### config.mk
export PLATFORM = sky130hd
export DESIGN_NAME = hppd_queue
export DESIGN_NICKNAME = d
export VERILOG_FILES = /design/src/sv/assert_macros.svh /design/src/sv/hppd_pkg.sv /design/src/sv/hppd_queue.sv
export SDC_FILE = /design/constraint.sdc
export NUM_CORES = 1
export LEC_CHECK = 0
export ABC_AREA = 1
export ABC_CLOCK_PERIOD_IN_PS = 3250
export BUFFER_PORTS_ARGS = -buffer_cell sky130_fd_sc_hd__buf_2
export CORE_ASPECT_RATIO = 1.1
export CORE_MARGIN = 2
export CORE_UTILIZATION = 30
export CTS_BUF_LIST = sky130_fd_sc_hd__clkbuf_8 sky130_fd_sc_hd__clkbuf_16
export CTS_CLUSTER_SIZE = 10
export DETAILED_ROUTE_END_ITERATION = 10
export GPL_TIMING_DRIVEN = 1
export PLACE_DENSITY_LB_ADDON = 0.05
export SYNTH_ARGS = -nofsm -noshare
export SYNTH_HDL_FRONTEND = slang
export SYNTH_SLANG_ARGS = --single-unit
### constraint.sdc
create_clock -name clk -period 3.25 [get_ports clk]
set_input_delay 0.325 -clock clk [delete_from_list [all_inputs] [get_ports clk]]
set_output_delay 0.325 -clock clk [all_outputs]
set_load 0.005 [all_outputs]
### src/sv/assert_macros.svh
// ----------------------------------------------------------------------------
// assert_macros.svh
// Concurrent assertion macros, compiled out for synthesis.
// ----------------------------------------------------------------------------
`ifndef ASSERT_MACROS_SVH
`define ASSERT_MACROS_SVH
`ifndef SYNTHESIS
`define HPPD_ASSERT_IMP(lbl, clk, rst, ante, cons) \
  lbl: assert property (@(posedge clk) disable iff (rst) (ante) |-> (cons)) \
    else $error("hppd assertion failed");
`define HPPD_ASSERT_NXT(lbl, clk, rst, ante, cons) \
  lbl: assert property (@(posedge clk) disable iff (rst) (ante) |=> (cons)) \
    else $error("hppd assertion failed");
`else
`define HPPD_ASSERT_IMP(lbl, clk, rst, ante, cons)
`define HPPD_ASSERT_NXT(lbl, clk, rst, ante, cons)
`endif
`endif

### src/sv/hppd_pkg.sv
// ----------------------------------------------------------------------------
// hppd_pkg
// Types and constants shared by the HAM / indexed pixel decoder.
// ----------------------------------------------------------------------------
package hppd_pkg;

  localparam int PAL_ENTRIES = 256;
  localparam int PAL_AW      = $clog2(PAL_ENTRIES);
  localparam int SHIFT_BASE  = 10;
  localparam int PLANES_MIN  = 3;
  localparam int PLANES_MAX  = 8;
  localparam int QUEUE_DEPTH = 4;
  localparam int QUEUE_AW    = $clog2(QUEUE_DEPTH);

  typedef enum logic {
    CMD_PAL_WRITE = 1'b0,
    CMD_PIXEL     = 1'b1
  } cmd_e;

  typedef enum logic [1:0] {
    CTRL_LOAD  = 2'd0,
    CTRL_BLUE  = 2'd1,
    CTRL_RED   = 2'd2,
    CTRL_GREEN = 2'd3
  } ctrl_e;

  typedef enum logic [1:0] {
    REG_HAM_MODE    = 2'd0,
    REG_PLANE_COUNT = 2'd1,
    REG_LINE_WIDTH  = 2'd2
  } cfg_reg_e;

  typedef struct packed {
    logic [7:0] r;
    logic [7:0] g;
    logic [7:0] b;
  } rgb_t;

  typedef struct packed {
    logic       ham_mode;
    logic [3:0] plane_count;
    logic [9:0] line_width;
  } cfg_t;

  typedef struct packed {
    cmd_e       cmd;
    logic [7:0] addr;
    rgb_t       wdata;
    logic       ham;
    ctrl_e      ctrl;
    logic [7:0] mod;
    logic       line_start;
  } op_t;

  typedef struct packed {
    logic                push;
    logic                pop;
    logic [QUEUE_AW:0]   count;
  } q_stat_t;

  typedef struct packed {
    logic pop;
    logic b_valid;
  } bk_stat_t;

endpackage

### src/sv/hppd_queue.sv
// ----------------------------------------------------------------------------
// hppd_queue
// Short op queue between the front and back parts.
// ----------------------------------------------------------------------------
module hppd_queue (
  input  logic               clk,
  input  logic               rst,
  input  logic               push,
  input  hppd_pkg::op_t      push_op,
  output logic               full,
  input  logic               pop,
  output logic               head_valid,
  output hppd_pkg::op_t      head_op,
  output hppd_pkg::q_stat_t  stat
);

  hppd_pkg::op_t                 slots [hppd_pkg::QUEUE_DEPTH];
  logic [hppd_pkg::QUEUE_AW-1:0] wr_ptr;
  logic [hppd_pkg::QUEUE_AW-1:0] rd_ptr;
  logic [hppd_pkg::QUEUE_AW:0]   count;
  logic                          do_pop;

  assign full       = (count == (hppd_pkg::QUEUE_AW+1)'(hppd_pkg::QUEUE_DEPTH));
  assign head_valid = (count != '0);
  assign head_op    = slots[rd_ptr];
  assign do_pop     = pop && head_valid;

  assign stat.push  = push;
  assign stat.pop   = do_pop;
  assign stat.count = count;

  always_ff @(posedge clk) begin
    if (push) begin
      slots[wr_ptr] <= push_op;
    end
  end

  always_ff @(posedge clk) begin
    if (rst) begin
      wr_ptr <= '0;
      rd_ptr <= '0;
      count  <= '0;
    end else begin
      if (push) begin
        wr_ptr <= wr_ptr + 1'b1;
      end
      if (do_pop) begin
        rd_ptr <= rd_ptr + 1'b1;
      end
      case ({push, do_pop})
        2'b10:   count <= count + 1'b1;
        2'b01:   count <= count - 1'b1;
        default: count <= count;
      endcase
    end
  end

endmodule

Word level (Yosys, flattened, before mapping)
Memories as Yosys holds them, arrays and structs flattened. A register that Yosys moved wholly into a read port is not among the register bits. Index checks and enable logic that the tools add are counted.

Add/subtract/negate cells: 4. Equality and inequality tests: 3. Muxes and demuxes: 5. Reduce and logical (&&, ||, !) cells: 3.

Operators by type and width (number): $pmux 3 s2 (1); $add 2x1->2 const B (2); $mux 2 (2); $add 3x1->3 const B (1); $eq 3x3->1 const B (1); $reduce_bool 3->1 (1); $sub 3x1->3 const B (1); $eq 2x1->1 const B (1); $eq 2x2->1 const B (1); $mux 1 (2); $reduce_bool 2->1 (1); $logic_and 1x1->1 (1).

Register bits: 7. RAM bits: 180. Output and inout port bits: 52. Logic and storage cells: 19. Memories: 1.

Memories: slots (depth 4, bits a word 45, read ports 1, clocked after memory_dff 1, write ports 1, RTL line hppd_queue.sv:17) `hppd_pkg::op_t slots [hppd_pkg::QUEUE_DEPTH];`.

Depth between registers and ports, before layout
Word-level depth: 4. Mapped depth: 13.

Worst setup path before layout
No wires, ideal clock.

Kind: reg2reg. From: reg wr_ptr[0] (netlist name). To: mem slots[2][0] (netlist name) (enable). Arrival: 1470 ps. Path slack: 1380 ps. Stages on the path, launching flop included: 5. Path buffers: 0. Cell sequence: dfxtp_1 -> inv_1 -> ha_1 -> nand2_1 -> inv_1.

RTL lines: start, declared (RTL line hppd_queue.sv:18) `logic [hppd_pkg::QUEUE_AW-1:0] wr_ptr;`; start signal, assigned (RTL line hppd_queue.sv:45) `wr_ptr <= wr_ptr + 1'b1;`; end, declared (RTL line hppd_queue.sv:17).

Straight into the memory's write port.

==> impl_results.md <==
* Fmax at about 0.41 GHz
* Rel. slew slack at 0.449
* Initial Util at 0.307
* Syn nets at between 500 and 600
* Crit Path Max Fanout at 90
* CTS root buffer: clkbuf_16
* Unique masters post-synth at 21
* Pin count of the biggest net entering global routing at just over 90
* Sink Count at around 190
* Antenna violations before repair at 2
* Max H-tree Level at 4
* Worst path max stage delay at 0.82 ns
* Unrepaired setup endpoints after global routing: no
* Layout Skew at between 0.009 and 0.01 ns
* Layout cell share with drive strength beyond 1 at 0.244
* Max clock buf depth at 2
* Most frequent cells in the layout: 180 x edfxtp_1, 100 x buf_2, 96 x nor2_1, 60 x o21ai_1, 45 x o22ai_1
* Setup crit start kind: flop
* Post-layout minimum cycle time at about 2.4 ns
* Critical Path, Cell by Cell: inv_12, o21ai_1, o22ai_1, buf_2
* Hold Crit Depth at 2
* FF+latch count, synth at 189
* Total Power at between 5 and 6 mW
* DRT antenna net count at 0
* Die Area at 0.0256 mm^2
* CP Data Required Time at approximately 2.9 ns
* Commonest non-fill, non-tap cell in the layout: edfxtp_1
* Clock Pin Slew Worst Setup and Hold Paths at 0.07 ns
* Max-slew violation count at 0
* Final WS setup at 0.822 ns
* Setup CP Type: reg2out
* Core Box Area at 0.0238 mm^2
* Crit share post-route at 0.747
* Setup Viol. Count Final at 0
* Worst R2R Path Depth at 13
* Tot GR Track Use at 0.128
* Endpoints failing hold at 0
* Pwr dens at 681 mW/mm^2
* Placer Congestion at 0.699
* Seq/Total Area, Yosys at 0.766
* Routed length per instance at 17.6 um
* Worst Hold Class: in2reg
* FF-to-FF setup slack at ~1.5 ns
* Worst slew pin tran at between 0.8 and 0.9 ns
* Setup TNS at 0 ns
* Leakage at 3.00 nW
* Status: complete, no violations
* GRT Residual Overflow at 0
* Placed cells at between 800 and 900
* R2R Path Start: count[1]
* First-pass GRT wire length at around 25000 um
* CP Capture Type: output pin
* Core Rows at between 50 and 60
* Initial drt markers at around 300
* DRC at 0
* Cts bufs inserted at 17
* Vias/cell at roughly 4.6
* Fin util at 0.358
* Detailed-route wire length at 16200 um
* Clock latency on the worst-skew pair at 0.42 ns
* Vias in the first global route at 4331
* Cts hold-fix bufs at 0
* Final nets at 656
* Post-route non-filler standard cell count at 921
* Cts repair resizes at 0
* Post-synthesis cell count at between 500 and 600
* Ys Warns at 0
* P&R area growth vs syn at 16.6%
* Hold path startpoint: rst
* Max-capacitance violation count at 0
* Via count at approximately 4200
* Mean post-synth cell area at ~14 um^2
* Worst vdd ir at slightly above 300 uV
* Fillers at between 2000 and 2500
* Setup WS pre-CTS at 1.19 ns
* IO Pins at about 100
* R2r endpoint: count[2]
* HPWL after DPL at roughly 9200 um
* Drt first pass iters at 4
* Mapped cell area at around 0.0073 mm^2
* Post-CTS Setup Inserts at 0
* Arrival time worst endpoint at between 2 and 2.5 ns
* Die Height at about 170 um
* Port Buffers at 100
* Max stage delay cell, worst path: dfxtp_4
* Die Wd at about 150 um
* TritonCTS clock tree: built
state kept, by name (all words and copies together) (netlist names), named ones only:
name / count
slots: 180
rd_ptr: 2
count: 3
wr_ptr: 2
critical path: cells and delay by family, from the launching register on:
family | cells | cell delay (ns)
AOI/OAI and AO/OA | 2 | 0.36
buffers and inverters | 2 | 0.44
DFF | 1 | 0.82
per-layer routing:
layer / track usage / vias to the layer above / wire [um]
met5: 0 / - / 0
met4: 0.0374 / 0 / 252
met3: 0.0432 / 18 / 831
met2: 0.214 / 90 / 7870
met1: 0.159 / 2067 / 7250
li1: - / 2060 / -
stage by stage:
step | hold slack, ns | area [um^2]
CTS | 0.0525 | 8500
global route | 0.0763 | 8500
detailed placement | 0.487 | 7950
global placement | 0.472 | 7950
floorplan | 0.403 | 7290
finish | 0.0749 | 8510
cells in the mapped netlist, drive strengths merged:
| cell type | number | area (um^2) |
|---|---|---|
| a21oi | 5 | 25.0 |
| ha | 5 | 62.6 |
| o21ai | 94 | 470 |
| nor2 | 96 | 360 |
| nand3 | 3 | 15.0 |
| buf | 30 | 324 |
| fa | 1 | 20.0 |
| edfxtp | 180 | 5410 |
| dfxtp | 9 | 180 |
| clkinv | 1 | 5.00 |
| nor3 | 1 | 5.00 |
| o22ai | 45 | 282 |
| inv | 18 | 80.1 |
| nand2 | 15 | 58.8 |
cell type report:
class                           count  area (um^2)  share of cell area
Sequential cell                   189         5590               0.657
Inverter                           19         85.1              0.0100
Antenna cell                        2         5.00            0.000588
Timing Repair Buffer              109          593              0.0697
Clock buffer                       17          425              0.0500
Clock inverter                     15          128              0.0150
Multi-Input combinational cell    265         1300               0.153
Tap cell                          305          382              0.0449
power by group:
part / internal, mW / leakage, nW / total [mW] / switching (mW)
combinational: 0.358 / 1.01 / 0.943 / 0.586
sequential: 2.79 / 1.73 / 2.89 / 0.0990
clock: 1.01 / 0.267 / 1.96 / 0.950
cell families after synthesis:
| kind of cell | share of synthesized area |
|---|---|
| buffers and inverters | 0.0561 |
| adder cells (fa/ha/maj) | 0.0113 |
| AND/OR/NAND/NOR | 0.0602 |
| AO/OA/AOI/OAI | 0.107 |
| flip-flops | 0.766 |
worst max-delay path by stage:
stage | slack, ns | startpoint | end
after global placement | 1.19 | flop | head_op[26]
after CTS | 0.72 | flop | head_op[26]
after global routing | 0.64 | flop | head_op[14]
after floorplan | 1.38 | wr_ptr[0] | slots[2][0]
final | 0.82 | flop | head_op[26]
after detailed placement | 1.19 | flop | head_op[26]
Power figures use the tool's default switching activity.
