`src/sv/assert_macros.svh`:
```
// ----------------------------------------------------------------------------
// assert_macros.svh
// Concurrent assertion macros, compiled out for synthesis.
// ----------------------------------------------------------------------------
`ifndef ASSERT_MACROS_SVH
`define ASSERT_MACROS_SVH
`ifndef SYNTHESIS
`define HPPD_ASSERT_IMP(lbl, clk, rst, ante, cons) \
  lbl: assert property (@(posedge clk) disable iff (rst) (ante) |-> (cons)) \
    else $error("hppd assertion failed");
`define HPPD_ASSERT_NXT(lbl, clk, rst, ante, cons) \
  lbl: assert property (@(posedge clk) disable iff (rst) (ante) |=> (cons)) \
    else $error("hppd assertion failed");
`else
`define HPPD_ASSERT_IMP(lbl, clk, rst, ante, cons)
`define HPPD_ASSERT_NXT(lbl, clk, rst, ante, cons)
`endif
`endif

```
`src/sv/hppd_pkg.sv`:
```
// ----------------------------------------------------------------------------
// hppd_pkg
// Types and constants shared by the HAM / indexed pixel decoder.
// ----------------------------------------------------------------------------
package hppd_pkg;

  localparam int PAL_ENTRIES = 256;
  localparam int PAL_AW      = $clog2(PAL_ENTRIES);
  localparam int SHIFT_BASE  = 10;
  localparam int PLANES_MIN  = 3;
  localparam int PLANES_MAX  = 8;
  localparam int QUEUE_DEPTH = 4;
  localparam int QUEUE_AW    = $clog2(QUEUE_DEPTH);

  typedef enum logic {
    CMD_PAL_WRITE = 1'b0,
    CMD_PIXEL     = 1'b1
  } cmd_e;

  typedef enum logic [1:0] {
    CTRL_LOAD  = 2'd0,
    CTRL_BLUE  = 2'd1,
    CTRL_RED   = 2'd2,
    CTRL_GREEN = 2'd3
  } ctrl_e;

  typedef enum logic [1:0] {
    REG_HAM_MODE    = 2'd0,
    REG_PLANE_COUNT = 2'd1,
    REG_LINE_WIDTH  = 2'd2
  } cfg_reg_e;

  typedef struct packed {
    logic [7:0] r;
    logic [7:0] g;
    logic [7:0] b;
  } rgb_t;

  typedef struct packed {
    logic       ham_mode;
    logic [3:0] plane_count;
    logic [9:0] line_width;
  } cfg_t;

  typedef struct packed {
    cmd_e       cmd;
    logic [7:0] addr;
    rgb_t       wdata;
    logic       ham;
    ctrl_e      ctrl;
    logic [7:0] mod;
    logic       line_start;
  } op_t;

  typedef struct packed {
    logic                push;
    logic                pop;
    logic [QUEUE_AW:0]   count;
  } q_stat_t;

  typedef struct packed {
    logic pop;
    logic b_valid;
  } bk_stat_t;

endpackage

```
`src/sv/hppd_front.sv`:
```
// ----------------------------------------------------------------------------
// hppd_front
// Accepts items, tracks the column, and classifies pixels into queue ops.
// ----------------------------------------------------------------------------
module hppd_front (
  input  logic               clk,
  input  logic               rst,
  input  hppd_pkg::cfg_t     cfg,
  input  logic               pix_valid,
  output logic               pix_stall,
  input  logic               command,
  input  logic [7:0]         entry_index,
  input  logic [7:0]         entry_red,
  input  logic [7:0]         entry_green,
  input  logic [7:0]         entry_blue,
  input  logic [7:0]         pixel_bits,
  input  logic               q_full,
  output logic               q_push,
  output hppd_pkg::op_t      q_op
);

  logic [9:0] col;
  logic [9:0] col_next;
  logic [9:0] col_inc;
  logic [3:0] planes;
  logic [3:0] vbits;
  logic [7:0] value;
  logic [7:0] idx_mask;
  logic       is_pixel;

  assign pix_stall = q_full;
  assign q_push    = pix_valid && !q_full;
  assign is_pixel  = (hppd_pkg::cmd_e'(command) == hppd_pkg::CMD_PIXEL);

  always_comb begin
    if (cfg.plane_count < 4'(hppd_pkg::PLANES_MIN)) begin
      planes = 4'(hppd_pkg::PLANES_MIN);
    end else if (cfg.plane_count > 4'(hppd_pkg::PLANES_MAX)) begin
      planes = 4'(hppd_pkg::PLANES_MAX);
    end else begin
      planes = cfg.plane_count;
    end
    vbits    = planes - 4'd2;
    value    = pixel_bits & ~(8'hFF << vbits);
    idx_mask = ~(8'hFF << planes);

    q_op.cmd        = hppd_pkg::cmd_e'(command);
    q_op.wdata      = '{r: entry_red, g: entry_green, b: entry_blue};
    q_op.ham        = cfg.ham_mode;
    q_op.ctrl       = hppd_pkg::ctrl_e'(2'(pixel_bits >> vbits));
    q_op.mod        = 8'(value << (4'(hppd_pkg::SHIFT_BASE) - planes));
    q_op.line_start = (col == 10'd0);
    if (!is_pixel) begin
      q_op.addr = entry_index;
    end else if (cfg.ham_mode) begin
      q_op.addr = value;
    end else begin
      q_op.addr = pixel_bits & idx_mask;
    end
  end

  always_comb begin
    col_inc  = col + 10'd1;
    col_next = (col_inc == cfg.line_width) ? 10'd0 : col_inc;
  end

  always_ff @(posedge clk) begin
    if (rst) begin
      col <= 10'd0;
    end else if (q_push && is_pixel) begin
      col <= col_next;
    end
  end

endmodule

```
`config.mk`:
```
export PLATFORM = sky130hd
export DESIGN_NAME = hppd_front
export DESIGN_NICKNAME = d
export VERILOG_FILES = /design/src/sv/assert_macros.svh /design/src/sv/hppd_pkg.sv /design/src/sv/hppd_front.sv
export SDC_FILE = /design/constraint.sdc
export NUM_CORES = 1
export LEC_CHECK = 0
export BUFFER_PORTS_ARGS = -buffer_cell sky130_fd_sc_hd__buf_2
export CAP_MARGIN = 0
export CORE_MARGIN = 8
export CORE_UTILIZATION = 41
export CTS_CLUSTER_SIZE = 20
export DETAILED_ROUTE_END_ITERATION = 12
export GPL_TIMING_DRIVEN = 0
export PLACE_DENSITY = 0.9
export SYNTH_ARGS = -nofsm -noshare
export SYNTH_HDL_FRONTEND = slang
export SYNTH_SLANG_ARGS = --single-unit
```
`constraint.sdc`:
```
create_clock -name clk -period 2.5 [get_ports clk]
set_input_delay 0 -clock clk [delete_from_list [all_inputs] [get_ports clk]]
set_output_delay 0 -clock clk [all_outputs]
set_load 0.01 [all_outputs]
```
# == Word level (Yosys, flattened, before mapping) ==
# Cells that the tools add are included.
# word_totals
regBits,10
# classes
n_eq_ne,1
add_sub_neg,3
shift,4
bitwise_logic,4
n_reduce_logical,4
n_mux,5
order_cmp,2
# op_table
operator,n
bitwise AND 8 bit,2
2-to-1 mux 8 bit,2
NOT 8 bit,2
"left shift 8 x 4 -> 8 bit, first input constant",2
"adder 10 x 1 -> 10 bit, second input constant",1
== test 10 bit,1
logical NOT 10 bit,1
2-to-1 mux 10 bit,1
2-to-1 mux 4 bit,2
left shift 8 x 4 -> 8 bit,1
>> shifter 8 x 4 -> 2 bit,1
"> comparator 4 bit, second input constant",1
"< comparator 4 x 2 -> 1 bit, second input constant",1
"subtractor 4 x 2 -> 4 bit, second input constant",1
"subtractor 4 bit, first input constant",1
logical AND 1 bit,2
logical NOT 1 bit,1

# == Logic depth before layout (Yosys ltp) ==
# Gate-level depths: netlist of the first run.
# logic_depth
depth_word,9
mapped_depth,14
mapped_depth_nobuf,12

# == Worst setup path before layout of the first run ==
# No wires, ideal clock.
# synth_path
path_kind,reg2reg
startpoint,reg col[0]
endpoint,reg col[3]
setup_slack_ns,-0.025
n_path_buf,2
t_arrival_ns,2.409
path_stages_with_launch,11
path_cell_list,dfxtp_1 ha_1 buf_4 nand3_4 nor2_2 xnor2_1 or4_1 or4_4 buf_6 a31oi_1 o21ai_1
# synth_via
elab_chain_len,3
# synth_lines
item,line_no,source
start: declaration,hppd_front.sv:22,logic [9:0] col;
start signal: assignment,hppd_front.sv:71,col <= col_next;
adder 10 x 1 -> 10 bit (*),hppd_front.sv:63,col_inc = col + 10'd1;
== test 10 bit,hppd_front.sv:64,col_next = (col_inc == cfg.line_width) ? 10'd0 : col_inc;
2-to-1 mux 10 bit (*),hppd_front.sv:64,
# Every way passes the cells marked *; elsewhere a longest branch is shown, timed or not.
# A chain may end at the register's enable or synchronous reset.

# == Worst setup path in the final report of the first run ==
# layout_path
startpoint,reg col[2]
endpoint,reg col[4]
# The elaborated chain is that of the path after synthesis.

==> summary.md, run 1 <==
| Metric | Value |
|---|---|
| Layout Nets | around 460 |
| Reg-to-Reg Start | col[2] |
| Critical path startpoint category | flip-flop |
| Area Growth Syn to Fin | 35.0% |
| Syn Area/Cell | ~6.7 um2 |
| Top cell type's share of synthesized area | 0.116 |
| Cell internal pwr | about 0.46 mW |
| Io pins | roughly 110 |
| Period utilisation layout | 0.977 |
| Clock share of power | 0.222 |
| Cell area after layout | about 2600 um2 |
| Cell Chain, Critical Path | buf_6 > buf_4 > nand3_2 > xnor2_1 > nand3_1 > or4_1 > or4_4 > nor2_2 > nor3_1 |
| Synth cell types | 49 |
| TritonCTS clock tree | built |
| Largest net degree at the start of global routing | 12 |
| Clk_skew | just over 0.0008 ns |
| Vias | approximately 2400 |
| Ys async rst share | 0 |
| Htree depth | 1 |
| Commonest cells in the netlist | buf_4, nand2_1, o21ai_0 |
| Final setup margin | around 0.058 ns |
| Arrival time of the worst setup path | approximately 2.5 ns |
| Setup CP Type | reg2reg |
| Hold Path Origin | entry_green[0] |
| Sw power | between 0.2 and 0.3 mW |
| Crit path from | col[2] |
| Status | completed |
| Placed inst area | roughly 2400 um2 |
| Max cap viols | 0 |
| Combinational fraction of design power | 0.559 |
| Top reg by flops | col |
| Synth area leaders | buf_4, dfxtp_1, ha_1, o21ai_0, xnor2_1 |
| Hold Slack | ~0.18 ns |
| Minimum clock period | roughly 2.4 ns |
| Highest Clock Rate | about 410 MHz |
| Inserted Clock Buffers | 3 |
| DIE AREA | approximately 7200 um2 |
| Worst EP required | 2.60 ns |
| Core Region | roughly 4700 um2 |
| Share of cells above drive strength 1 | 0.394 |
| Flop pwr share | 0.220 |
| Starting density of the core | 0.418 |
| WL/cell | ~15 um |
| Initial DRC Count | 129 |
| Yosys warnings | 0 |
| Fill cells | around 420 |
| First-pass GRT wire length | a little over 10 mm |
| PortBufs | 81 |
| ANT nets after route | 0 |
| Total Power | roughly 0.75 mW |
| Skew-Pair Late Insertion Delay | between 0.2 and 0.25 ns |
| Worst min-delay path class | in2out |
| Clk slew on worst S/H paths | 0.05 ns |
| Clock buffer depth | 2 |
| Vias in the first global route | around 2300 |
| Die width | 84.9 um |
| DP Worst Slack | -0.299 ns |
| Slowest cell on the critical path | or4_1 |
| Largest register FFs | 10 |
| Main flop type after synthesis | dfxtp_1 |
| Initial antenna violation count | 0 |
| WL final | 6.47 mm |
| Drc violations | 0 |
| Pleak | 1.25 nW |
| Vias/cell | 5.48 |
| Cell Area, Synth | slightly below 2000 um2 |
| Crit. End Element | flip-flop |
| Slew @ Worst Pin | 0.527 ns |
| Fin. max-slew vios | 0 |
| Slowest stage delay, CP | roughly 0.55 ns |
| Worst-path fanout max | 6 |
| Grt ovf | 0 |
| Unrepaired setup endpoints after global routing | no |
| Top flop regs | col (10) |
| Post-synth EDFFs | 0 |
| Total global-route track usage | 0.164 |
| Worst slew margin | 0.646 |
| Power per Cell Area | around 280 nW/um2 |
| Cell count after synthesis | a little under 300 |
| Clk sink count | 10 |
| Detailed Place HPWL | roughly 4.9 mm |
| CTS Hold Buffers Added | 0 |
| Die height | between 80 and 90 um |
| Count leader, synth | buf_4 |
| Drt pass-1 iters | 5 |
| Site Rows | 25 |
| Final setup vio count | 0 |
| Post-synthesis net count | about 370 |
| Switching share of power | 0.387 |
| Diode count | 0 |
| Post-synthesis sequential area ratio | 0.103 |
| CTS root buffer | clkbuf_8 |
| Synthesis-stage register bit count | 10 |
| VDD IR max | around 0.15 mV |
| Final hold viol count | 0 |
| Post-synth top area cell | buf_4 |
| Routability congestion estimate from global placement | approximately 0.93 |
## critical path: cells and delay by family, from the launching register on
family | cells | cell delay, ns
xor+xnor | 1 | 0.25
simple gates | 6 | 1.53
buf+inv | 2 | 0.21
flops | 1 | 0.32
## path summary, 6_finish.rpt
kind / to / slack [ns] / cells after the start
setup / recovery: col[4] / 0.06 / 9
hold / removal: q_op[20] / 0.18 / 2
setup reg to reg: col[4] / 0.06 / 9
hold reg to reg: col[1] / 0.49 / 2
## power by group through the flow
stage / Sequential, mW / Clock, mW / Combinational [mW]
after floorplan: 0.167 / 0 / 0.252
after global placement: 0.167 / 0 / 0.383
after detailed placement: 0.167 / 0 / 0.387
after CTS: 0.164 / 0.167 / 0.398
after global routing: 0.164 / 0.182 / 0.454
final: 0.164 / 0.165 / 0.416
## logic make-up (layout without fill, tap and decap cells)
| logic type | Yosys count | count (layout) | synth area share |
|---|---|---|---|
| compound gates | 61 | 61 | 0.183 |
| xor+xnor | 18 | 18 | 0.0810 |
| fa+ha+maj | 13 | 13 | 0.0835 |
| buf+inv | 68 | 156 | 0.195 |
| flops | 10 | 10 | 0.103 |
| mux | 7 | 7 | 0.0443 |
| simple gates | 115 | 116 | 0.311 |
## cells in the final DEF (no fill, tap or decap), types with 2 or more instances in the layout
master and count:
nor2_4 2, buf_4 35, o211ai_1 4, nand2_2 2, and2_1 2, mux2_2 3, clkbuf_8 3, xor2_1 5
nand3b_1 4, or4_4 2, ha_1 10, clkbuf_2 3, nand2_1 27, nor4b_1 3, buf_6 3, nand3_1 16
xnor2_1 13, buf_2 82, o21ai_1 4, a22oi_1 2, nor3_1 10, nor4_1 3, a21oi_1 17, nor2b_1 6
a31oi_1 4, mux2i_1 3, a211oi_1 2, dfxtp_1 8, nand2b_1 3, ha_4 2, nor2_1 18, and3_1 4
nor3b_1 5, clkbuf_1 6, o21ai_0 20, inv_1 22
## through the flow
stage | utilization | setup TNS, ns | instances
global route | 0.564 | 0 | 435
global placement | 0.519 | -1.72 | 427
CTS | 0.544 | 0 | 432
detailed placement | 0.519 | -1.89 | 427
finish | 0.564 | 0 | 435
floorplan | - | 0 | 292
## routing by layer
metal / routed length (um) / vias to the layer above / GRT usage
li1: - / 1159 / -
met1: 2560 / 1117 / 0.174
met2: 3480 / 98 / 0.322
met3: 360 / 10 / 0.0290
met4: 74 / 0 / 0.0405
met5: 0 / - / 0
## area by class of cell
cell class              instances  area, um2  share of cell area
plain buffers                  42        290               0.110
clock buffers                   3       41.3              0.0157
inverters                      22       82.6              0.0314
multi-input cells             215       1460               0.557
flip-flops and latches         10        205              0.0781
well taps                      54       67.6              0.0257
repair buffers                 89        478               0.182
## repair_timing
item,4_1_cts,5_1_grt
setup endpoints to repair,17,14
pin swaps,2,4
buffers inserted,6,3
gates resized for setup,14,15
gates cloned,0,1
Note: power is estimated with default switching activity, not from simulation.
==> inputs of run 2 (changes only) <==
--- a/config.mk
+++ b/config.mk
@@ -5,14 +5,15 @@
 export SDC_FILE = /design/constraint.sdc
 export NUM_CORES = 1
 export LEC_CHECK = 0
-export BUFFER_PORTS_ARGS = -buffer_cell sky130_fd_sc_hd__buf_2
+export ABC_AREA = 1
+export BUFFER_PORTS_ARGS = -buffer_cell sky130_fd_sc_hd__buf_4
 export CAP_MARGIN = 0
 export CORE_MARGIN = 8
 export CORE_UTILIZATION = 41
 export CTS_CLUSTER_SIZE = 20
 export DETAILED_ROUTE_END_ITERATION = 12
 export GPL_TIMING_DRIVEN = 0
-export PLACE_DENSITY = 0.9
+export PLACE_DENSITY = 0.91
 export SYNTH_ARGS = -nofsm -noshare
 export SYNTH_HDL_FRONTEND = slang
 export SYNTH_SLANG_ARGS = --single-unit
==> run 2 against run 1 <==
  * Sequential share of layout area shrank 0.091 points
  * Synthesized cell count rose by 14%
  * Count of clock-buffer cells in the layout increased by 1
  * Combinational power is essentially flat
  * Core utilization increased by 3.2 points
  * Sequential power is essentially flat
  * Critical path depth rose by 7
  * Die area shrank 3.5%
  * Global-route usage increased by 0.94 points
  * Fmax up 6.1%
  * Clock skew about the same
  * Critical path type is now in2out
==> summary.md, run 2 <==
| Metric | Value |
|---|---|
| Status | completed (unchanged) |
| Die height | 83.4 um (was 84.9 um) |
| Main flop type after synthesis | dfxtp_1 (unchanged) |
| Simple-gate share of the synthesized area | 0.417 (was 0.311) |
| Vias/cell | 5.19 (was 5.48) |
| CTS root buffer | clkbuf_8 (unchanged) |
| DIE AREA | 6960 um2 (was 7210 um2) |
| Reg2reg setup slack | 0.52 ns (was 0.06 ns) |
| Synth cell types | 37 (was 49) |
| Final setup TNS | 0 ns (unchanged) |
| Io pins | 107 (unchanged) |
| Compound-Gate Fraction of Synth Area | 0.179 (was 0.183) |
| Largest family of logic cells by synthesized area | simple AND/OR/NAND/NOR gates (unchanged) |
| Top delay family on crit path | simple AND/OR/NAND/NOR gates (unchanged) |
| Crit. End Element | primary output (was flip-flop) |
| Clk sink count | 10 (unchanged) |
| Most frequent CP cell | inv_1 |
| Synth Area in Adders | 0.0873 (was 0.0835) |
| Most common cell after layout, fill and taps aside | buf_4 (was buf_2) |
| Post-synth top area cell | nand2_1 (was buf_4) |
| WL final | 6.30 mm (was 6.47 mm) |
| XOR/XNOR Fraction of Synth Area | 0.00940 (was 0.0810) |
| Total global-route track usage | 0.174 (was 0.164) |
| Largest register FFs | 10 (unchanged) |
| Synth area leaders | nand2_1, buf_4, dfxtp_1, ha_1, nor2_1 (was buf_4, dfxtp_1, ha_1, o21ai_0, xnor2_1) |
| Detailed Place HPWL | 5.27 mm (was 4.86 mm) |
| Post-synthesis sequential area ratio | 0.107 (was 0.103) |
| Top cell type's share of synthesized area | 0.203 (was 0.116) |
| Multiplexer share of the synthesized area | 0 (was 0.0443) |
| Site Rows | 24 (was 25) |
| Max cap viols | 0 (unchanged) |
| Power per Cell Area | 304 nW/um2 (was 284 nW/um2) |
| ANT nets after route | 0 (unchanged) |
| Starting density of the core | 0.428 (was 0.418) |
| Slew @ Worst Pin | 0.487 ns (was 0.527 ns) |
| Post-synthesis net count | 405 (was 365) |
| Inserted Clock Buffers | 3 (unchanged) |
| Clock buffer depth | 2 (unchanged) |
| Worst R2R Path Depth | 12 (was 9) |
| Largest net degree at the start of global routing | 12 (unchanged) |
| Yosys warnings | 0 (unchanged) |
| PortBufs | 80 (was 81) |
| Most frequent cells in the layout | buf_4, nand2_1, nor2_1 (was buf_2, buf_4, nand2_1) |
| Die width | 83.4 um (was 84.9 um) |
| Drt pass-1 iters | 4 (was 5) |
| Setup CP Type | in2out (was reg2reg) |
| Placed inst area | 2530 um2 (was 2420 um2) |
| Cell count after synthesis | 332 (was 292) |
| WL/cell | 13.5 um (was 14.9 um) |
| Post-synth EDFFs | 0 (unchanged) |
| Hold Path End | q_op[20] (unchanged) |
| Vias in the first global route | 2393 (was 2331) |
| TritonCTS clock tree | built (unchanged) |
| Final setup vio count | 0 (unchanged) |
| Drc violations | 0 (unchanged) |
| Final setup margin | 0.198 ns (was 0.0582 ns) |
| First-pass GRT wire length | 10.7 mm (was 10.2 mm) |
| Initial DRC Count | 168 (was 129) |
| Placed cells | 464 (was 427) |
| Top reg by flops | col (unchanged) |
| Cell Chain, Critical Path | buf_4 > inv_1 > nor2_1 > inv_1 > ha_1 > inv_1 > ha_1 > inv_2 > nand2_1 > inv_2 > nor3_1 > a21oi_1 > nor2_1 > nand2_1 > o21ai_0 > buf_4 (was buf_6 > buf_4 > nand3_2 > xnor2_1 > nand3_1 > or4_1 > or4_4 > nor2_2 > nor3_1) |
| Layout Nets | 490 (was 456) |
| R2r endpoint | col[7] (was col[4]) |
| Period utilisation layout | 0.921 (was 0.977) |
| Arrival time of the worst setup path | 2.30 ns (was 2.54 ns) |
| Top flop regs | col (10) (unchanged) |
| Hold Path Origin | entry_green[0] (unchanged) |
| Slowest stage delay, CP | 0.37 ns (was 0.55 ns) |
| Synthesis-stage register bit count | 10 (unchanged) |
| Minimum clock period | 2.30 ns (was 2.44 ns) |
| CTS Hold Buffers Added | 0 (unchanged) |
| Grt ovf | 0 (unchanged) |
| VDD IR max | 0.316 mV (was 0.152 mV) |
| Reg-to-Reg Start | col[0] (was col[2]) |
| DP Worst Slack | -0.365 ns (was -0.299 ns) |
| Non-filler cells in the finished layout | 468 (was 435) |
| Initial antenna violation count | 0 (unchanged) |
| Core Region | 4350 um2 (was 4660 um2) |
| Htree depth | 1 (unchanged) |
| Pleak | 1.32 nW (was 1.25 nW) |
| Cell area after layout | 2590 um2 (was 2630 um2) |
| Highest Clock Rate | 434 MHz (was 410 MHz) |
| Diode count | 0 (unchanged) |
| Share of cells above drive strength 1 | 0.327 (was 0.394) |
| Clk_skew | 0.000466 ns (was 0.000822 ns) |
| Final hold viol count | 0 (unchanged) |
| Worst slew margin | 0.676 (was 0.646) |
| Total Power | 0.790 mW (was 0.746 mW) |
| Worst EP required | 2.50 ns (was 2.60 ns) |
| Routability congestion estimate from global placement | 0.942 (was 0.931) |
| Commonest cells in the netlist | nand2_1, nor2_1, inv_1 (was buf_4, nand2_1, o21ai_0) |
| Slowest cell on the critical path | nor3_1 (was or4_1) |
| Unrepaired setup endpoints after global routing | no (unchanged) |
| Worst-path fanout max | 7 (was 6) |
| Vias | 2429 (was 2384) |
| Fin. max-slew vios | 0 (unchanged) |
| Setup Buffers After CTS | 0 (was 6) |
| Worst path bufs/invs | 7 (was 2) |
| Ys async rst share | 0 (unchanged) |
| Count leader, synth | nand2_1 (was buf_4) |
| Skew-Pair Late Insertion Delay | 0.24 ns (was 0.23 ns) |
| Cell Area, Synth | 1860 um2 (was 1950 um2) |
| Area Growth Syn to Fin | 39.3% (was 35.0%) |
| Hold depth | 2 (unchanged) |
| Worst min-delay path class | in2out (unchanged) |
| Critical path startpoint category | primary input (was flip-flop) |
| Syn Area/Cell | 5.61 um2 (was 6.67 um2) |
-- run 2: per-stage QoR --
| step | utilization | hold slack (ns) |
|---|---|---|
| 6_report | 0.596 | 0.178 |
| 3_5_place_dp | 0.581 | 0.179 |
| 3_3_place_gp | 0.581 | 0.179 |
| 4_1_cts | 0.594 | 0.179 |
| 5_1_grt | 0.596 | 0.180 |
| 2_1_floorplan | - | 0.0549 |
-- run 2: cell families after synthesis --
kind of cell | after synthesis
DFF | 10
and+or+nand+nor | 177
AOI/OAI and AO/OA | 59
xor gates and xnor gates | 2
buffers and inverters | 71
adders and majority gates | 13
-- run 2: cell type report --
type | count | area (um2)
buffer | 35 | 236
sequential | 10 | 200
multi-input combinational | 251 | 1300
fill | 418 | 1760
inverter | 36 | 135
tap | 52 | 65.1
clock buffer | 4 | 55.1
timing repair buffer | 80 | 601
-- run 2: worst max path at each step --
stage          endpoint  startpoint  cells after the start
5_1_grt         q_op[8]     cfg[12]                     18
3_3_place_gp    q_op[6]     cfg[12]                     15
4_1_cts         q_op[6]     cfg[12]                     15
3_5_place_dp    q_op[6]     cfg[12]                     15
6_report        q_op[7]     cfg[12]                     16
2_1_floorplan   q_op[6]     cfg[12]                     13
-- run 2: report_power, final --
| group | switching [mW] | total, mW | internal (mW) | leakage (nW) |
|---|---|---|---|---|
| clock network | 0.0727 | 0.212 | 0.139 | 0.0288 |
| logic | 0.218 | 0.415 | 0.197 | 1.21 |
| registers | 0.00194 | 0.163 | 0.161 | 0.0806 |
-- run 2: routing by layer --
layer,vias to the layer above,track usage,wire length [um]
met2,138,0.312,3050
met4,0,0.0424,128
met3,19,0.0469,561
met5,-,0,0
li1,1210,-,-
met1,1062,0.197,2560
-- run 2: worst register-to-register path: stages, from the launching register on --
cell,delay (ns)
dfxtp_1,0.46
ha_1,0.27
nand2_2,0.10
inv_1,0.12
nand2_1,0.08
o21bai_2,0.14
nand2_1,0.09
nand2_1,0.07
nand3_1,0.08
nor2_2,0.16
nand2_4,0.12
nand2_1,0.09
a21oi_1,0.06
-- run 2: timing repair --
item	CTS	global route
hold endpoints to repair	0	0
gates cloned	0	0
setup endpoints to repair	9	4
gates resized for setup	2	1
==> inputs of run 3 (changes only) <==
==> constraint.sdc (replaced) <==
create_clock -name clk -period 2 [get_ports clk]
set_input_delay 0 -clock clk [delete_from_list [all_inputs] [get_ports clk]]
set_output_delay 0 -clock clk [all_outputs]
set_load 0.01 [all_outputs]
==> run 3 against run 2 <==
  * Sequential cell count stayed put
  * Core utilization up 5.3 points
  * Die area stayed put
  * Routed wire length increased by 12%
  * Critical path depth unchanged
  * Clock power increased by 25%
  * First-iteration DRC count rose by 43%
  * Sequential power grew 25%
==> summary.md, run 3 (same netlist as run 2, synthesis figures left out) <==
| Metric | Value |
|---|---|
| Total Power | 1.09 mW (was 0.790 mW) |
| Largest net degree at the start of global routing | 12 (unchanged) |
| R2r endpoint | col[2] (was col[7]) |
| Minimum clock period | between 1.5 and 2 ns |
| TritonCTS clock tree | built (unchanged) |
| M3 GR Usage | 0.0469 (unchanged) |
| Io pins | 107 (unchanged) |
| CTS root buffer | clkbuf_8 (unchanged) |
| Most frequent cells in the layout | buf_4, nand2_1, nor2_1 (unchanged) |
| Pleak | 1.39 nW (was 1.32 nW) |
| Non-filler cells in the finished layout | 475 (was 468) |
| Met1 Use GR | 0.203 (was 0.197) |
| Highest Clock Rate | between 500 and 600 MHz |
| Cell Chain, Critical Path | buf_6 > clkinvlp_4 > o21ai_4 > ha_4 > inv_4 > ha_4 > inv_6 > nand2_4 > inv_6 > nand2_4 > nand2_4 > nand2_2 > o21ai_2 > or2_4 > o21ai_2 > buf_4 (was buf_4 > inv_1 > nor2_1 > inv_1 > ha_1 > inv_1 > ha_1 > inv_2 > nand2_1 > inv_2 > nor3_1 > a21oi_1 > nor2_1 > nand2_1 > o21ai_0 > buf_4) |
| Diode count | 0 (unchanged) |
| Share of cells above drive strength 1 | 0.402 (was 0.327) |
| Worst EP required | 2.00 ns (was 2.50 ns) |
| Initial DRC Count | 240 (was 168) |
| Slowest cell on the critical path | o21ai_4 (was nor3_1) |
| Cell internal pwr | 0.673 mW (was 0.497 mW) |
| Drc violations | 0 (unchanged) |
| PortBufs | 80 (unchanged) |
| Htree depth | 1 (unchanged) |
| Vias/cell | 5.27 (was 5.19) |
| Setup CP Type | in2out (unchanged) |
| Placed cells | 464 (unchanged) |
| Reg2reg setup slack | 0.15 ns (was 0.52 ns) |
| Final setup vio count | 0 (unchanged) |
| CTS Hold Buffers Added | 0 (unchanged) |
| Power per Cell Area | 387 nW/um2 (was 304 nW/um2) |
| Slowest stage delay, CP | 0.29 ns (was 0.37 ns) |
| Switching share of power | 0.384 (was 0.371) |
| Crit. End Element | primary output (unchanged) |
| Worst path bufs/invs | 6 (was 7) |
| WL final | 7.08 mm (was 6.30 mm) |
| Die width | 83.4 um (unchanged) |
| Flop pwr share | 0.186 (was 0.206) |
| DIE AREA | 6960 um2 (unchanged) |
| Most common cell after layout, fill and taps aside | buf_4 (unchanged) |
| Site Rows | 24 (unchanged) |
| Sw power | 0.420 mW (was 0.293 mW) |
| ANT nets after route | 0 (unchanged) |
| Placed inst area | 2530 um2 (unchanged) |
| GRT met2 Usage | 0.308 (was 0.312) |
| Critical path startpoint category | primary input (unchanged) |
| Fin. max-slew vios | 0 (unchanged) |
| Clock share of power | 0.243 (was 0.268) |
| Hold Slack | 0.178 ns (about the same) |
| Starting density of the core | 0.428 (unchanged) |
| Worst-path fanout max | 7 (unchanged) |
| First-pass GRT wire length | 10.9 mm (was 10.7 mm) |
| Core Region | 4350 um2 (unchanged) |
| Drt pass-1 iters | 7 (was 4) |
| Inserted Clock Buffers | 3 (unchanged) |
| Hold depth | 2 (unchanged) |
| Final setup TNS | 0 ns (unchanged) |
| Total global-route track usage | 0.179 (was 0.174) |
| Vias in the first global route | 2394 (was 2393) |
| Worst slew margin | 0.684 (was 0.676) |
| Reg-to-Reg Start | col[0] (unchanged) |
| Most Used Layer, Global Route | met2 (unchanged) |
| Routability congestion estimate from global placement | 0.959 (was 0.942) |
| Clock buffer depth | 2 (unchanged) |
| Worst R2R Path Depth | 13 (was 12) |
| Largest register FFs | 10 (unchanged) |
| Status | completed (unchanged) |
| Die height | 83.4 um (unchanged) |
| Hold Path End | col[0] (was q_op[20]) |
| Arrival time of the worst setup path | 1.95 ns (was 2.30 ns) |
| Period utilisation layout | 0.977 |
| WL/cell | 14.9 um (was 13.5 um) |
| Combinational fraction of design power | 0.572 (was 0.526) |
| Most frequent CP cell | nand2_4 (was inv_1) |
| Top reg by flops | col (unchanged) |
| Detailed Place HPWL | 5.17 mm (was 5.27 mm) |
| Final core utilization | 0.649 (was 0.596) |
| Cell area after layout | 2820 um2 (was 2590 um2) |
| Grt ovf | 0 (unchanged) |
| Worst min-delay path class | in2reg (was in2out) |
| Vias | 2503 (was 2429) |
| Area Growth Syn to Fin | 51.6% (was 39.3%) |
| Layout Nets | 497 (was 490) |
| DP Worst Slack | -0.547 ns (was -0.365 ns) |
| Clk sink count | 10 (unchanged) |
| Top delay family on crit path | simple AND/OR/NAND/NOR gates (unchanged) |
| Top flop regs | col (10) (unchanged) |
| Final setup margin | 0.0467 ns (was 0.198 ns) |
| VDD IR max | 0.324 mV (was 0.316 mV) |
| Max cap viols | 0 (unchanged) |
| Skew-Pair Late Insertion Delay | 0.24 ns (about the same) |
| Clk_skew | 0.000439 ns (was 0.000466 ns) |
| Initial antenna violation count | 0 (unchanged) |
| Clk slew on worst S/H paths | roughly 0.05 ns |
| Hold Path Origin | rst (was entry_green[0]) |
| Slew @ Worst Pin | 0.475 ns (was 0.487 ns) |
| Final hold viol count | 0 (unchanged) |
-- run 3: changes by cell type in the layout (fill, tap and decap cells not counted), sizes merged --
cell      change
clkinvlp      +1
buf           +6
inv           -1
clkbuf        +1
-- run 3: area by class of cell --
type                       count  area [um2]
inverter                      36         154
multi-input combinational    251        1440
buffer                        34         240
clock buffer                   4        55.1
fill                         371        1530
sequential                    10         205
timing repair buffer          88         668
tap                           52        65.1
-- run 3: timing repair --
action / CTS / global route
endpoints found under the setup margin: 12 / 18
gates resized for setup: 16 / 44
pin swaps: 5 / 11
hold endpoints to repair: 0 / 0
buffers inserted: 5 / 3
-- run 3: power by group through the flow --
stage	Sequential [mW]	Combinational, mW	Clock, mW
finish	0.203	0.625	0.265
global route	0.203	0.679	0.275
CTS	0.203	0.546	0.267
detailed placement	0.207	0.512	0
global placement	0.207	0.504	0
floorplan	0.207	0.291	0
-- run 3: how the worst max path moves through the flow --
stage,depth (start not counted),startpoint,endpoint
5_1_grt,14,cfg[12],q_op[6]
2_1_floorplan,14,cfg[12],q_op[6]
3_3_place_gp,15,cfg[12],q_op[6]
6_report,16,cfg[12],q_op[6]
4_1_cts,16,cfg[12],q_op[6]
3_5_place_dp,15,cfg[12],q_op[6]
-- run 3: metal layers --
| metal | routed length, um | up-vias |
|---|---|---|
| li1 | - | 1226 |
| met1 | 2670 | 1094 |
| met2 | 3590 | 160 |
| met3 | 666 | 23 |
| met4 | 159 | 0 |
| met5 | 0 | - |
